<file path="src/sv/sttbl_pkg.sv">
// Package with word types, operation codes and status codes of the set table.
`default_nettype none

package sttbl_pkg;

  localparam int CAPACITY_DEF = 64;
  localparam int ELEM_W = 32;
  localparam int COUNT_W = 7;

  typedef enum logic [1:0] {
    OP_ADD    = 2'd0,
    OP_REMOVE = 2'd1,
    OP_SEARCH = 2'd2
  } opcode_t;

  typedef enum logic [1:0] {
    ST_DONE     = 2'd0,
    ST_PRESENT  = 2'd1,
    ST_NOTFOUND = 2'd2,
    ST_FULL     = 2'd3
  } status_t;

  typedef struct packed {
    logic [1:0]               opcode;
    logic signed [ELEM_W-1:0] element;
  } in_word_t;

  typedef struct packed {
    logic               success;
    logic [1:0]         status;
    logic [COUNT_W-1:0] count;
    logic               empty_res;
  } out_word_t;

  typedef struct packed {
    logic load;
    logic scan;
    logic rd_last;
    logic commit;
  } ctl_cmd_t;

  typedef struct packed {
    logic scan_done;
    logic rm_hit;
  } dp_sts_t;

endpackage

`default_nettype wire

</file>
<file path="src/sv/sttbl_dp.sv">
// Datapath of the set table: entry memory, count, scan pointers and result register.
`default_nettype none

module sttbl_dp
  import sttbl_pkg::*;
#(
  parameter int CAPACITY = CAPACITY_DEF
) (
  input  wire        clk,
  input  wire        rst_n,
  input  ctl_cmd_t   cmd,
  input  in_word_t   in_word,
  output dp_sts_t    sts,
  output out_word_t  out_word,
  output logic       out_strobe
);

  localparam int CW = $clog2(CAPACITY + 1);
  localparam int AW = (CAPACITY > 1) ? $clog2(CAPACITY) : 1;

  logic [ELEM_W-1:0] mem [CAPACITY];
  logic [ELEM_W-1:0] rdata_r;

  logic [1:0]        op_r;
  logic [ELEM_W-1:0] elem_r;
  logic [CW-1:0]     cnt_r, cnt_nxt;
  logic [CW-1:0]     rd_ptr_r, rd_ptr_nxt;
  logic [AW-1:0]     cmp_ptr_r, cmp_ptr_nxt;
  logic              cmp_vld_r, cmp_vld_nxt;
  logic              hit_r, hit_nxt;
  logic [AW-1:0]     slot_r, slot_nxt;
  out_word_t         out_r, out_nxt;
  logic              strobe_r;

  logic              rd_en;
  logic [AW-1:0]     rd_addr;
  logic              wr_en;
  logic [AW-1:0]     wr_addr;
  logic [ELEM_W-1:0] wr_data;
  logic [CW-1:0]     cnt_m1;
  logic              issue;
  logic [CW+COUNT_W-1:0] cnt_ext;

  assign cnt_m1 = cnt_r - CW'(1);
  assign issue  = cmd.scan && !hit_r && (rd_ptr_r < cnt_r);
  assign cnt_ext = {{COUNT_W{1'b0}}, cnt_nxt};

  always_comb begin
    rd_en       = 1'b0;
    rd_addr     = rd_ptr_r[AW-1:0];
    wr_en       = 1'b0;
    wr_addr     = slot_r;
    wr_data     = rdata_r;
    cnt_nxt     = cnt_r;
    rd_ptr_nxt  = rd_ptr_r;
    cmp_ptr_nxt = cmp_ptr_r;
    cmp_vld_nxt = cmp_vld_r;
    hit_nxt     = hit_r;
    slot_nxt    = slot_r;
    out_nxt     = out_r;

    if (cmd.load) begin
      rd_ptr_nxt  = '0;
      cmp_vld_nxt = 1'b0;
      hit_nxt     = 1'b0;
    end

    if (cmd.scan) begin
      if (cmp_vld_r && !hit_r && (rdata_r == elem_r)) begin
        hit_nxt  = 1'b1;
        slot_nxt = cmp_ptr_r;
      end
      cmp_vld_nxt = issue;
      if (issue) begin
        rd_en       = 1'b1;
        rd_addr     = rd_ptr_r[AW-1:0];
        cmp_ptr_nxt = rd_ptr_r[AW-1:0];
        rd_ptr_nxt  = rd_ptr_r + CW'(1);
      end
    end

    if (cmd.rd_last) begin
      rd_en   = 1'b1;
      rd_addr = cnt_m1[AW-1:0];
    end

    if (cmd.commit) begin
      out_nxt.success = 1'b0;
      out_nxt.status  = ST_DONE;
      case (op_r)
        OP_ADD: begin
          if (hit_r) begin
            out_nxt.status = ST_PRESENT;
          end else if (cnt_r == CW'(CAPACITY)) begin
            out_nxt.status = ST_FULL;
          end else begin
            wr_en           = 1'b1;
            wr_addr         = cnt_r[AW-1:0];
            wr_data         = elem_r;
            cnt_nxt         = cnt_r + CW'(1);
            out_nxt.success = 1'b1;
          end
        end
        OP_REMOVE: begin
          if (!hit_r) begin
            out_nxt.status = ST_NOTFOUND;
          end else begin
            wr_en           = 1'b1;
            wr_addr         = slot_r;
            wr_data         = rdata_r;
            cnt_nxt         = cnt_m1;
            out_nxt.success = 1'b1;
          end
        end
        default: begin
          if (hit_r) begin
            out_nxt.success = 1'b1;
          end else begin
            out_nxt.status = ST_NOTFOUND;
          end
        end
      endcase
      out_nxt.count     = cnt_ext[COUNT_W-1:0];
      out_nxt.empty_res = (cnt_nxt == '0);
    end
  end

  always_ff @(posedge clk) begin
    if (rd_en) begin
      rdata_r <= mem[rd_addr];
    end
    if (wr_en) begin
      mem[wr_addr] <= wr_data;
    end
  end

  always_ff @(posedge clk) begin
    if (cmd.load) begin
      op_r   <= in_word.opcode;
      elem_r <= in_word.element;
    end
    cmp_ptr_r <= cmp_ptr_nxt;
    slot_r    <= slot_nxt;
    out_r     <= out_nxt;
  end

  always_ff @(posedge clk) begin
    if (!rst_n) begin
      cnt_r     <= '0;
      rd_ptr_r  <= '0;
      cmp_vld_r <= 1'b0;
      hit_r     <= 1'b0;
      strobe_r  <= 1'b0;
    end else begin
      cnt_r     <= cnt_nxt;
      rd_ptr_r  <= rd_ptr_nxt;
      cmp_vld_r <= cmp_vld_nxt;
      hit_r     <= hit_nxt;
      strobe_r  <= cmd.commit;
    end
  end

  assign sts.scan_done = hit_r || (!cmp_vld_r && (rd_ptr_r >= cnt_r));
  assign sts.rm_hit    = hit_r && (op_r == OP_REMOVE);
  assign out_word      = out_r;
  assign out_strobe    = strobe_r;

endmodule

`default_nettype wire

</file>
<file path="src/sv/sttbl_ctrl.sv">
// Controller of the set table: sequences load, scan, last-entry read and commit.
`default_nettype none

module sttbl_ctrl
  import sttbl_pkg::*;
(
  input  wire       clk,
  input  wire       rst_n,
  input  wire       start,
  input  dp_sts_t   sts,
  output ctl_cmd_t  cmd,
  output logic      busy
);

  typedef enum logic [1:0] {
    S_IDLE,
    S_SCAN,
    S_LAST,
    S_COMMIT
  } state_t;

  state_t state_r, state_nxt;
  logic   busy_r;

  always_comb begin
    state_nxt   = state_r;
    cmd.load    = 1'b0;
    cmd.scan    = 1'b0;
    cmd.rd_last = 1'b0;
    cmd.commit  = 1'b0;
    unique case (state_r)
      S_IDLE: begin
        if (start) begin
          cmd.load  = 1'b1;
          state_nxt = S_SCAN;
        end
      end
      S_SCAN: begin
        cmd.scan = 1'b1;
        if (sts.scan_done) begin
          state_nxt = sts.rm_hit ? S_LAST : S_COMMIT;
        end
      end
      S_LAST: begin
        cmd.rd_last = 1'b1;
        state_nxt   = S_COMMIT;
      end
      S_COMMIT: begin
        cmd.commit = 1'b1;
        state_nxt  = S_IDLE;
      end
      default: begin
        state_nxt = S_IDLE;
      end
    endcase
  end

  always_ff @(posedge clk) begin
    if (!rst_n) begin
      state_r <= S_IDLE;
      busy_r  <= 1'b0;
    end else begin
      state_r <= state_nxt;
      busy_r  <= (state_nxt != S_IDLE);
    end
  end

  assign busy = busy_r;

endmodule

`default_nettype wire

</file>
<file path="src/sv/set_table_insert_remove_lookup_top.sv">
// Top level of the set table: controller, datapath and checks.
//
//   channel  ports                          accepted when
//   input    start, busy, in_word           start high and busy low at a clock edge
//   result   out_strobe, out_word           out_strobe high at a clock edge
//
// An operation scans the stored entries one memory read per cycle and then
// commits its result, which is marked by the result strobe.
// A remove that finds its element also reads the last entry, which then fills the freed slot.
// Reset is synchronous and active low; it empties the table without touching memory.
// The receiver cannot stall; out_strobe marks each result word for exactly one cycle.
`default_nettype none

module set_table_insert_remove_lookup_top
  import sttbl_pkg::*;
#(
  parameter int CAPACITY = CAPACITY_DEF
) (
  input  wire        clk,
  input  wire        rst_n,
  input  wire        start,
  output logic       busy,
  input  in_word_t   in_word,
  output out_word_t  out_word,
  output logic       out_strobe
);

  ctl_cmd_t cmd;
  dp_sts_t  sts;

  sttbl_ctrl u_ctrl (
    .clk   (clk),
    .rst_n (rst_n),
    .start (start),
    .sts   (sts),
    .cmd   (cmd),
    .busy  (busy)
  );

  sttbl_dp #(
    .CAPACITY (CAPACITY)
  ) u_dp (
    .clk        (clk),
    .rst_n      (rst_n),
    .cmd        (cmd),
    .in_word    (in_word),
    .sts        (sts),
    .out_word   (out_word),
    .out_strobe (out_strobe)
  );

  a_strobe_idle: assert property (@(posedge clk) disable iff (!rst_n)
    out_strobe |-> !busy)
    else $error("result strobe while busy");

  a_accept_busy: assert property (@(posedge clk) disable iff (!rst_n)
    (start && !busy) |=> busy)
    else $error("accepted word did not raise busy");

  a_success_done: assert property (@(posedge clk) disable iff (!rst_n)
    (out_strobe && out_word.success) |-> (out_word.status == ST_DONE))
    else $error("success with a failure status");

  a_empty_count: assert property (@(posedge clk) disable iff (!rst_n)
    (out_strobe && out_word.empty_res) |-> (out_word.count == '0))
    else $error("empty flag with nonzero count");

endmodule

`default_nettype wire
</file>
<file path="config.mk">
export PLATFORM = sky130hd
export DESIGN_NAME = set_table_insert_remove_lookup_top
export DESIGN_NICKNAME = d
export VERILOG_FILES = /design/src/sv/sttbl_pkg.sv /design/src/sv/sttbl_dp.sv /design/src/sv/sttbl_ctrl.sv /design/src/sv/set_table_insert_remove_lookup_top.sv
export SDC_FILE = /design/constraint.sdc
export NUM_CORES = 2
export LEC_CHECK = 0
export BUFFER_PORTS_ARGS = -buffer_cell sky130_fd_sc_hd__buf_2
export CORE_MARGIN = 2
export CORE_UTILIZATION = 30
export DETAILED_ROUTE_END_ITERATION = 8
export SYNTH_ARGS = -nofsm -noshare
export SYNTH_HDL_FRONTEND = slang
export SYNTH_SLANG_ARGS = --single-unit
</file>
<file path="constraint.sdc">
create_clock -name clk -period 13.2 [get_ports clk]
set_clock_uncertainty 0.2 [all_clocks]
set_input_delay 1.32 -clock clk [delete_from_list [all_inputs] [get_ports clk]]
set_output_delay 1.32 -clock clk [all_outputs]
set_load 0.005 [all_outputs]
</file>
==> metrics.yaml <==
logic_synthesis:
  ys_types: 69
  synth_edf_count: 2137
  ys_ff_latch: 2157
  yosysTopAreaCellShare: 0.756
  yosysMostFrequentCell: "edfxtp_1"
  syn-cell-area_um2: 84900
  async_flop_share: 0
  avgSynthCellArea_um2: 14.5
  syn_nets: 5884
  synthTopCellsByArea: "edfxtp_1, nand2_1, mux2i_1"
  yosysTopAreaCell: "edfxtp_1"
  ys.flop_type: "edfxtp_1"
  postSynthCellCount: 5837
  yosysSeqAreaShare: 0.761
  yosys_warnings: 0
  synthTopCellsByCount: "edfxtp_1, nand2_1, nand3_1"
timing:
  maxSlewHeadroom: 0.0375
  grt_setup_unrepaired: "no"
  setup_viol: 0
  finalCritPeriodShare: 0.489
  fin_ws_ns: 6.74
  hold_viol_final: 0
  worstMarginPinSlew_ns: 1.44
  finalCriticalPeriod_ns: 6.46
  fmax_mhz: 155
  maxSlewViolCount: 0
  setup-tns-final_ns: 0
detailed_routing:
  wl_per_cell_um: 26.1
  top_layer: "met4"
  via_per_inst: 5.29
  wl_met1_mm: 99.6
  wl_met2_mm: 125
  vias: 51673
  drt-total-wl_mm: 255
  routed-wl-met3_mm: 21.1
  ant_nets: 0
  drc_errors: 0
  first_iter_violations: 6493
  dr.pass1.iters: 7
flow_run:
  cap_violations: 0
placement:
  portBuffers: 49
  dpl-instance-area_um2: 90100
  dp_slack_ns: 6.97
  place_congestion: 0.838
  dp_hpwl_mm: 131
grt:
  track_usage: 0.172
  grt_pass1_vias: 49234
  antenna_found_initial: 6
  grt.overflow.total: 0
  grt_max_degree: 159
  grt_pass1_wl_mm: 361
floorplanning:
  io_pins: 50
  core_um2: 282000
  die_area_um2: 287000
  die_h_um: 536
  die_w_um: 536
  placementRows: 195
  initial_core_util: 0.301
clock_tree:
  cts.sinks: 2157
  cts_inserted_buffers: 200
  clk_latency_ns: 0.87
  hold_buffers: 0
  htree_levels: 4
  cts_resized: 0
  path_clk_slew_ns: 0.07
  post_cts_buffers: 0
  cts_buffer_depth: 3
  cts_root_buf: "clkbuf_16"
  cts_tree: "built"
power:
  peakVddDrop_v: 0.000107
  power_frac_comb: 0.088
  finalPower_mw: 14.7
  power_frac_clock: 0.387
  cellInternalPower_mw: 11.1
  p_seq_frac: 0.525
  p_leak_nw: 30.6
  powerDensity_nw_per_um2: 152
  p_switching_mw: 3.55
  switching_share: 0.242
hold_path:
  hp-class: "reg2reg"
critical_path:
  cp_max_fo: 143
  cp.required_ns: 13.74
  critPathLaunchType: "flip-flop"
  rrSetupSlack_ns: 6.74
  crit_type: "reg2reg"
  endpoint_kind: "flip-flop"
  cp.arrival_ns: 7.00
final_layout:
  nFillCells: 26851
  final_nets: 5906
  fin_area_um2: 96500
  drive_gt1_frac: 0.100
  area_growth_pct: 13.7
run_status:
  outcome: "complete, no violations"
-- worst max-delay path: stages, from the launching register on --
cell	delay [ns]
dfxtp_1	0.60
inv_1	0.20
ha_1	0.40
nor3b_1	0.51
a21o_4	0.60
buf_4	0.78
buf_4	0.80
buf_12	0.59
mux2i_1	0.16
a221oi_1	0.34
a21oi_1	0.10
a32oi_1	0.42
and3_1	0.22
-- per-layer routing --
| metal | global-route usage | vias up |
|---|---|---|
| met3 | 0.0282 | 465 |
| met2 | 0.293 | 2602 |
| li1 | - | 22185 |
| met4 | 0.0608 | 0 |
| met1 | 0.221 | 26421 |
| met5 | 0 | - |
-- sequential cells by signal, indices dropped and copies added (netlist names), 2 cells and up --
register        cells
u_dp.op_r           2
u_dp.elem_r        32
u_dp.cmp_ptr_r      6
u_dp.rdata_r       32
u_dp.cnt_r          7
u_dp.out_word      11
u_dp.slot_r         6
u_dp.rd_ptr_r       7
u_ctrl.state_r      2
u_dp.mem         2048
-- path summary, 6_finish.rpt --
check                                   start  cells after the start                          to
setup / recovery     u_dp.cnt_r[0]$_SDFF_PN0_                     12  u_dp.rdata_r[25]$_DFFE_PP_
hold reg to reg   u_dp.cmp_ptr_r[3]$_DFFE_PP_                      0    u_dp.slot_r[3]$_DFFE_PP_
setup reg to reg     u_dp.cnt_r[0]$_SDFF_PN0_                     12  u_dp.rdata_r[25]$_DFFE_PP_
hold / removal    u_dp.cmp_ptr_r[3]$_DFFE_PP_                      0    u_dp.slot_r[3]$_DFFE_PP_
-- power groups by stage --
stage               Clock, mW  Sequential (mW)  Combinational (mW)
floorplan                   0             7.83               0.833
global placement            0             7.85                1.26
detailed placement          0             7.85                1.28
CTS                      5.75             7.70                1.28
global route             6.00             7.70                1.39
finish                   5.68             7.70                1.29
-- layout make-up --
cell class                 count  area (µm²)  share of cell area
multi-input combinational   3291       19400               0.201
tap                         3743        4680              0.0485
antenna                        3        7.51           0.0000778
clock buffer                 262        5290              0.0548
timing repair buffer         193        1410              0.0147
inverter                      16        60.1            0.000622
clock inverter               102        1070              0.0111
sequential                  2157       64600               0.669
-- layout by cell type, fill, tap and decap left out, types with 14 or more instances in the layout --
master	synthesis	layout
inv_1	15	14
buf_2	117	49
edfxtp_1	2137	2137
clkbuf_16	0	202
a31oi_1	121	121
bufinv_16	0	14
xnor2_1	23	23
a221oi_1	71	71
nand3_1	526	526
nand2_1	1362	1360
dfxtp_1	20	20
mux2_2	34	33
xor2_1	18	18
nor3_1	49	49
a21oi_1	159	159
mux2i_1	361	360
o21ai_0	25	23
a32oi_1	181	181
nor4_1	41	30
clkinv_2	0	28
nor2_1	95	26
a311oi_1	23	23
clkinv_1	1	40
and3_1	47	47
nor2_4	0	70
clkbuf_1	198	59
buf_4	7	136
-- logic make-up after synthesis --
kind of cell,Yosys count,synth area share
simple gates,2187,0.110
mux,403,0.0492
buf+inv,389,0.0194
fa+ha+maj,10,0.00147
flops,2157,0.761
compound gates,650,0.0550
xor+xnor,41,0.00423
-- stage by stage --
stage / utilization / hold slack, ns / std cells
3_5_place_dp: 0.320 / 0.207 / 9399
4_1_cts: 0.342 / 0.219 / 9763
3_3_place_gp: 0.320 / 0.203 / 9399
2_1_floorplan: - / 0.200 / 5837
6_report: 0.342 / 0.223 / 9767
5_1_grt: 0.342 / 0.223 / 9764
(Power assumes the default switching activity.)
